**src/hw/rtl/npst_pkg.sv**
```systemverilog
// Shared types, defaults and command codes for the snap point table.
package npst_pkg;

	localparam int TABLE_DEPTH_DEF = 32;
	localparam int COORD_BITS_DEF  = 24;
	localparam int OWNER_BITS_DEF  = 16;
	localparam int CMD_W           = 3;

	typedef enum logic [CMD_W-1:0] {
		CMD_ADD     = 3'd0,
		CMD_REMOVE  = 3'd1,
		CMD_CLEAR   = 3'd2,
		CMD_NEAREST = 3'd3,
		CMD_RANGE   = 3'd4
	} cmd_t;

	typedef struct packed {
		logic ld;
		logic sh;
	} cell_ctl_t;

endpackage

```
**src/hw/rtl/npst_cell.sv**
```systemverilog
// One table cell: holds a point and its owner, loads a new entry or takes its neighbour's.
module npst_cell #(
	parameter int EW = 88
) (
	input  logic               clk,
	input  npst_pkg::cell_ctl_t ctl,
	input  logic [EW-1:0]      ld_data,
	input  logic [EW-1:0]      nb_data,
	output logic [EW-1:0]      q
);
	import npst_pkg::*;

	logic [EW-1:0] ent_q;

	always_ff @(posedge clk) begin
		if (ctl.ld) begin
			ent_q <= ld_data;
		end else if (ctl.sh) begin
			ent_q <= nb_data;
		end
	end

	assign q = ent_q;

endmodule

```
**config.mk**
```make
export PLATFORM = sky130hd
export DESIGN_NAME = npst_cell
export DESIGN_NICKNAME = d
export VERILOG_FILES = /design/src/hw/rtl/npst_pkg.sv /design/src/hw/rtl/npst_cell.sv
export SDC_FILE = /design/constraint.sdc
export NUM_CORES = 1
export LEC_CHECK = 0
export BUFFER_PORTS_ARGS = -buffer_cell sky130_fd_sc_hd__buf_2
export CAP_MARGIN = 25
export CORE_AREA = 2 2 105 107
export DETAILED_ROUTE_END_ITERATION = 10
export DIE_AREA = 0 0 107 109
export PLACE_DENSITY = 0.74
export SYNTH_ARGS = -nofsm -noshare
export SYNTH_HDL_FRONTEND = slang
export SYNTH_SLANG_ARGS = --single-unit
```
**constraint.sdc**
```tcl
create_clock -name clk -period 3.8 [get_ports clk]
set_input_delay 0.38 -clock clk [delete_from_list [all_inputs] [get_ports clk]]
set_output_delay 0.38 -clock clk [all_outputs]
set_load 0.005 [all_outputs]
```
==> results.sh <==
export IMPL_status="completed"
export IMPL_crit_type="in2reg"
export IMPL_cp_data_arrival_time_ns=1.90
export IMPL_post_cts_resized=0
export IMPL_antenna_left=0
export IMPL_coreArea_um2=10600
export IMPL_rows=38
export IMPL_fin_crit_ns=1.79
export IMPL_final_cell_mix="buf_2, edfxtp_1, mux2_2"
export IMPL_holdBufCountCts=0
export IMPL_min_path_type="in2reg"
export IMPL_synthXorXnorAreaFrac_pct=0
export IMPL_initial_core_util_pct=35.3
export IMPL_finalNonFillerCells=598
export IMPL_syn_area_um2=3740
export IMPL_grt_max_degree=54
export IMPL_drive_gt1_share_pct=80.1
export IMPL_finalHoldViolations=0
export IMPL_worst_ep_required_time_ns=3.91
export IMPL_cts_setup_buffers=0
export IMPL_io_pins=267
export IMPL_rsz0062_at_grt="no"
export IMPL_grt_pass1_vias=2768
export IMPL_cts_max_level=3
export IMPL_place_inst=585
export IMPL_start_kind="primary input"
export IMPL_gp_congestion=0.753
export IMPL_seqCellArea_um2=2640
export IMPL_n_antenna_cell=0
export IMPL_numClockSinks=88
export IMPL_synthCells=187
export IMPL_finalSetupViolCount=0
export IMPL_fmax_mhz=558
export IMPL_peakVddDrop_mv=0.166
export IMPL_clk_pin_slew_ns=0.09
export IMPL_port_buffers=266
export IMPL_synth_compound_gate_area_share_pct=0
export IMPL_drv_slew=0
export IMPL_die_w_um=107
export IMPL_drt_wl_total_um=8990
export IMPL_grt_antenna_before_repair=0
export IMPL_synthesis_nets=366
export IMPL_ys_ff_latch=88
export IMPL_nFillCells=923
export IMPL_drcViolationCount=0
export IMPL_maxCapViolCount=0
export IMPL_num_vias=2696
export IMPL_ys_seq_area_share_pct=70.6
export IMPL_holdPathStages=2
export IMPL_multi_input_area_um2=1030
export IMPL_die_h_um=109
export IMPL_synth_top_family_by_area="multiplexers"
export IMPL_drt_iter0_drc=100
export IMPL_overflow=0
export IMPL_hp_start="nb_data[85]"
export IMPL_numCtsBuffers=9
export IMPL_final_common_cell="buf_2"
export IMPL_tritoncts="yes"
export IMPL_largest_reg_flops=88
export IMPL_clk_path_buf_depth=2
export IMPL_synth_cell_types=6
export IMPL_track_usage_pct=15.0
export IMPL_area_growth_pct=43.9
export IMPL_power_density_nw_per_um2=399
export IMPL_setup_tns_ns=0
export IMPL_synth_simple_gate_area_share_pct=0.167
export IMPL_syn_area_per_cell_um2=20.0
export IMPL_p_leak_nw=2.43
export IMPL_holdPathEnd="q[85]"
export IMPL_ys_warn_count=0
export IMPL_grt_pass1_wl_um=13000
export IMPL_viasPerCell=4.51
export IMPL_synthAdderAreaFrac_pct=0
export IMPL_drt_pass1_iterations=4
export IMPL_synthMuxAreaShare_pct=27.4
export IMPL_timing_final_crit_share_pct=47.2
export IMPL_wl_per_cell_um=15.0
export IMPL_fin_nets=635
export IMPL_worstMarginPinSlew_ns=0.611
export IMPL_dieArea_um2=11700
export IMPL_cp_max_fo=45
export IMPL_dp_hpwl_um=7060
export IMPL_slew_headroom_pct=59.3
export IMPL_cp_end_kind="flop"
export IMPL_root_buffer="clkbuf_8"
[final cells by class]
class                           instances  area share [%]
Sequential cell                        88            49.1
Timing Repair Buffer                  268            25.4
Multi-Input combinational cell         89            19.2
Tap cell                              140            3.25
Clock buffer                           11            2.44
Clock inverter                          2           0.627
[metrics by stage]
step | power, W | util, % | instance area, um^2 | hold slack (ns) | setup WS (ns)
after global placement | 0.00157 | 49.0 | 5190 | 0.679 | 1.54
final | 0.00215 | 50.8 | 5390 | 0.318 | 2.01
after floorplan | 0.00137 | - | 3740 | 0.597 | 0.614
after global routing | 0.00224 | 50.8 | 5390 | 0.309 | 1.91
after CTS | 0.00218 | 50.8 | 5390 | 0.296 | 2.00
after detailed placement | 0.00159 | 49.2 | 5220 | 0.683 | 1.61
[cell families (layout without fill, tap and decap cells)]
kind of cell,Yosys count,after routing
DFF,88,88
buffers and inverters,10,281
muxes,88,88
and+or+nand+nor,1,1
[per-layer routing]
layer	GRT usage (%)	share of wire, %
met1	14.7	34
met2	27.3	53
met3	4.78	9.4
met4	9.37	3.3
met5	0	0
[power by group]
| group | total, W | internal [W] | switching, W |
|---|---|---|---|
| sequential | 0.00122 | 0.00119 | 0.0000252 |
| clock | 0.000591 | 0.000292 | 0.000299 |
| combinational | 0.000342 | 0.000203 | 0.000138 |
[cell usage after synthesis (all sizes together)]
cell type / n / area share, %
buf: 10 / 1.8
edfxtp: 88 / 71
mux2: 88 / 27
or2: 1 / 0.17
[worst max path at each step]
stage	start	end	cells after the start	slack [ns]
finish	ctl[1]	q[39]	3	2.01
CTS	ctl[1]	q[39]	3	2.00
detailed placement	ctl[1]	q[39]	3	1.61
global placement	ctl[1]	q[26]	2	1.54
global route	ctl[1]	q[55]	3	1.91
floorplan	ctl[1]	q[0]	4	0.61
[critical path, cell delays in order]
cell	delay [ns]
buf_4	0.43
buf_4	0.60
mux2_2	0.41
Power figures use the tool's default switching activity.
