===== config.mk =====
export PLATFORM = sky130hd
export DESIGN_NAME = npst_dist
export DESIGN_NICKNAME = d
export VERILOG_FILES = /design/src/hw/rtl/npst_pkg.sv /design/src/hw/rtl/npst_dist.sv
export SDC_FILE = /design/constraint.sdc
export NUM_CORES = 2
export LEC_CHECK = 0
export ABC_AREA = 1
export BUFFER_PORTS_ARGS = -buffer_cell sky130_fd_sc_hd__buf_4
export CAP_MARGIN = 20
export CORE_MARGIN = 5
export CORE_UTILIZATION = 60
export DETAILED_ROUTE_END_ITERATION = 6
export GPL_TIMING_DRIVEN = 1
export HOLD_SLACK_MARGIN = 0.08
export PLACE_DENSITY = 0.89
export SYNTH_ARGS = -nofsm -noshare
export SYNTH_HDL_FRONTEND = slang
export SYNTH_SLANG_ARGS = --single-unit

===== constraint.sdc =====
create_clock -name clk -period 7.4 [get_ports clk]
set_input_delay 1.48 -clock clk [delete_from_list [all_inputs] [get_ports clk]]
set_output_delay 1.48 -clock clk [all_outputs]
set_load 0.03 [all_outputs]

===== src/hw/rtl/npst_pkg.sv =====
// Shared types, defaults and command codes for the snap point table.
package npst_pkg;

	localparam int TABLE_DEPTH_DEF = 32;
	localparam int COORD_BITS_DEF  = 24;
	localparam int OWNER_BITS_DEF  = 16;
	localparam int CMD_W           = 3;

	typedef enum logic [CMD_W-1:0] {
		CMD_ADD     = 3'd0,
		CMD_REMOVE  = 3'd1,
		CMD_CLEAR   = 3'd2,
		CMD_NEAREST = 3'd3,
		CMD_RANGE   = 3'd4
	} cmd_t;

	typedef struct packed {
		logic ld;
		logic sh;
	} cell_ctl_t;

endpackage


===== src/hw/rtl/npst_dist.sv =====
// Three-stage squared distance unit fed from the head cell of the table.
module npst_dist #(
	parameter int CW = 24,
	localparam int SW = 2*CW+4
) (
	input  logic                 clk,
	input  logic                 arst_n,
	input  logic                 en,
	input  logic                 in_v,
	input  logic signed [CW-1:0] px,
	input  logic signed [CW-1:0] py,
	input  logic signed [CW-1:0] pz,
	input  logic signed [CW-1:0] qx,
	input  logic signed [CW-1:0] qy,
	input  logic signed [CW-1:0] qz,
	output logic                 out_v,
	output logic [SW-1:0]        d,
	output logic signed [CW-1:0] ox,
	output logic signed [CW-1:0] oy,
	output logic signed [CW-1:0] oz,
	output logic                 busy
);
	import npst_pkg::*;

	logic signed [CW:0]   dx, dy, dz;
	logic                 v_s1, v_s2, v_s3;
	logic [CW:0]          ax_s1, ay_s1, az_s1;
	logic [2*CW+1:0]      sx_s2, sy_s2, sz_s2;
	logic [SW-1:0]        d_s3;
	logic signed [CW-1:0] x_s1, y_s1, z_s1, x_s2, y_s2, z_s2, x_s3, y_s3, z_s3;

	assign dx = {px[CW-1], px} - {qx[CW-1], qx};
	assign dy = {py[CW-1], py} - {qy[CW-1], qy};
	assign dz = {pz[CW-1], pz} - {qz[CW-1], qz};

	always_ff @(posedge clk or negedge arst_n) begin
		if (!arst_n) begin
			v_s1 <= 1'b0;
			v_s2 <= 1'b0;
			v_s3 <= 1'b0;
		end else if (en) begin
			v_s1 <= in_v;
			v_s2 <= v_s1;
			v_s3 <= v_s2;
		end
	end

	always_ff @(posedge clk) begin
		if (en) begin
			ax_s1 <= dx[CW] ? -dx : dx;
			ay_s1 <= dy[CW] ? -dy : dy;
			az_s1 <= dz[CW] ? -dz : dz;
			x_s1  <= px;
			y_s1  <= py;
			z_s1  <= pz;
			sx_s2 <= (2*CW+2)'(ax_s1) * (2*CW+2)'(ax_s1);
			sy_s2 <= (2*CW+2)'(ay_s1) * (2*CW+2)'(ay_s1);
			sz_s2 <= (2*CW+2)'(az_s1) * (2*CW+2)'(az_s1);
			x_s2  <= x_s1;
			y_s2  <= y_s1;
			z_s2  <= z_s1;
			d_s3  <= SW'(sx_s2) + SW'(sy_s2) + SW'(sz_s2);
			x_s3  <= x_s2;
			y_s3  <= y_s2;
			z_s3  <= z_s2;
		end
	end

	assign out_v = v_s3;
	assign d     = d_s3;
	assign ox    = x_s3;
	assign oy    = y_s3;
	assign oz    = z_s3;
	assign busy  = v_s1 | v_s2 | v_s3;

endmodule

==> impl_metrics.env <==
export IMPL_port_buffer_count=273
export IMPL_hold_violations=0
export IMPL_antenna_found_initial=5
export IMPL_setup_tns_ps=0
export IMPL_drt_wl_total_um=222000
export IMPL_nets=12200
export IMPL_finClkSkew_ps=68.4
export IMPL_synth_top_flop_cell="edfxtp_1"
export IMPL_synthesis_area_um2=82100
export IMPL_via_count=64200
export IMPL_fin_util_pct=65.6
export IMPL_violations="DRC"
export IMPL_die_y_um=380
export IMPL_dr_pass1_iters=7
export IMPL_io_pins=274
export IMPL_required_ps=7840
export IMPL_core_area_um2=136000
export IMPL_startpoint_type="flop"
export IMPL_synth_edf_count=490
export IMPL_cts_buffer_depth=3
export IMPL_clock_sinks=493
export IMPL_crit_type="flop to flop"
export IMPL_startpoint="ay_s1[2]"
export IMPL_cp_slowest_cell="edfxtp_1"
export IMPL_globalplace_congestion=0.990
export IMPL_fin_crit_sh_pct=96.6
export IMPL_rsz0062_at_grt="no"
export IMPL_core_rowCount=135
export IMPL_layout_setup_ws_ps=249
export IMPL_worst_pin_slew_ps=936
export IMPL_viasPerCell=5.44
export IMPL_dp_hpwl_um=186000
export IMPL_crit_arrival_ps=7590
export IMPL_fmax_ghz=0.140
export IMPL_grt_pass1_vias=69400
export IMPL_ys_seq_area_share_pct=18.0
export IMPL_diodes=0
export IMPL_dp_slack_ps=73.6
export IMPL_grt_overflow_total=0
export IMPL_htreeDepth=2
export IMPL_crit_family="adder cells"
export IMPL_numCtsBuffers=60
export IMPL_synth_cell_types=43
export IMPL_fin_crit_ps=7150
export IMPL_final_cell_mix="2944 x inv_1, 2092 x nand2_1, 1452 x fa_1, 686 x ha_1, 490 x edfxtp_1"
export IMPL_synth_avg_cell_area_um2=8.48
export IMPL_maxSlewHeadroom_pct=37.6
export IMPL_final_common_cell="inv_1"
export IMPL_cp_max_fo=15
export IMPL_ff_latch_area_um2=14800
export IMPL_rr_worst_depth=25
export IMPL_rr_startpoint="ay_s1[2]"
export IMPL_critPathCaptureType="flop"
export IMPL_r2r_end="sy_s2[38]"
export IMPL_synth_area_leaders="fa_1 35%, edfxtp_1 18%, inv_1 13%, ha_1 10%, nand2_1 9.6%"
export IMPL_grt_max_degree=124
export IMPL_drtIter0Drc=6057
export IMPL_path_clk_slew_ps=70
export IMPL_cts_root_buffer="clkbuf_16"
export IMPL_setup_viol=0
export IMPL_final_antenna_net_count=0
export IMPL_cp_endpoint="sy_s2[38]"
export IMPL_status="finished with violations"
export IMPL_area_growth_syn_to_layout_pct=8.40
export IMPL_holdWs_ps=408
export IMPL_hold_path_class="flop to flop"
export IMPL_multi_input_area_um2=55400
export IMPL_drc=6
export IMPL_crit_top_cell="fa_1"
export IMPL_die_x_um=380
export IMPL_rrSetupSlack_ps=250
export IMPL_synth_cells=9678
export IMPL_clk_latency_ps=710
export IMPL_ys_ff_latch=493
export IMPL_grt_pass1_wl_um=359000
export IMPL_wl_per_cell_um=18.8
export IMPL_grt_use_total_pct=31.0
export IMPL_maxCapViolCount=0
export IMPL_fill_cells=10400
export IMPL_final_max_slew_viol_count=0
export IMPL_yosys_area_top_type_share_pct=35.4
export IMPL_async_flop_share_pct=0.609
export IMPL_die_area_um2=144000
export IMPL_path_buf_inv=6
export IMPL_cts_tree="yes"
export IMPL_max_stage_delay_ps=630
export IMPL_initial_core_util_pct=60.5
export IMPL_yosys_warnings=0
export IMPL_crit_cells=25
export IMPL_drive_gt1_share_pct=5.57
export IMPL_yosysTopAreaCell="fa_1"
synth_stat cells, drive strengths merged (2+ instances only):
library cell and count:
xor2 172, fa 1452, nor3b 2, dfrtp 3
o211ai 2, nor2 468, o31ai 4, ha 686
a211oi 2, a21o 23, a21boi 10, nor4 24
and3 3, o21ai 173, inv 2946, or2 11
a31oi 43, nand2 2098, o221ai 5, and2 3
edfxtp 490, nand3 264, o21bai 29, o2111ai 3
a21oi 320, nand4 48, buf 9, xnor2 98
nor3 52, clkbuf 211, o21a 14, nand3b 7
through the flow:
stage | cells | cell area, µm²
after floorplan | 9680 | 82100
after global placement | 11600 | 86500
after detailed placement | 11600 | 86500
after CTS | 11800 | 88600
after global routing | 11800 | 89000
final | 11800 | 89000
kinds of logic (layout without fill, tap and decap cells):
logic type | count (synthesis) | count (layout) | synth area share [%]
AOI/OAI and AO/OA | 629 | 629 | 4.20
xor gates and xnor gates | 270 | 270 | 2.90
adders and majority gates | 2138 | 2138 | 45.9
buffers and inverters | 3166 | 3492 | 14.5
DFF | 493 | 493 | 18.0
other | 1 | 3 | 0.00457
and+or+nand+nor | 2981 | 2981 | 14.5
state kept, by name, indices dropped and copies added (netlist names), 25 cells and up:
signal  count
ax_s1      25
ay_s1      25
az_s1      25
d          52
sx_s2      49
sy_s2      49
sz_s2      49
area by class of cell:
| type | count | area share (%) |
|---|---|---|
| tap | 1781 | 2.51 |
| clock inverter | 49 | 0.678 |
| clock buffer | 65 | 1.71 |
| timing repair buffer | 432 | 3.80 |
| multi-input combinational | 6021 | 62.3 |
| sequential | 493 | 16.6 |
| inverter | 2946 | 12.4 |
worst min-delay path by stage:
stage	startpoint	cells after the start	endpoint
6_report	y_s2[5]	0	oy[5]
2_1_floorplan	x_s2[0]	0	ox[0]
4_1_cts	y_s2[5]	0	oy[5]
3_5_place_dp	y_s2[7]	0	oy[7]
5_1_grt	x_s1[0]	0	x_s2[0]
3_3_place_gp	x_s2[4]	0	ox[4]
timing repair:
item                       4_1_cts  5_1_grt
setup buffers                    0       35
hold buffers                     0        0
setup endpoints to repair        0       18
gates resized for setup          0        7
metal layers:
metal  vias to the layer above  part of all wire, %  track usage [%]
met1                     31200                   38             40.5
met4                         4                  4.6             12.2
met5                         -               0.0099                0
met3                       703                  9.2             5.09
li1                      29000                    -                -
met2                      3254                   48             52.2
Power is left out: the tool's default activity adds up to more than one toggle a clock period on the data nets, which glitch-free logic cannot reach.
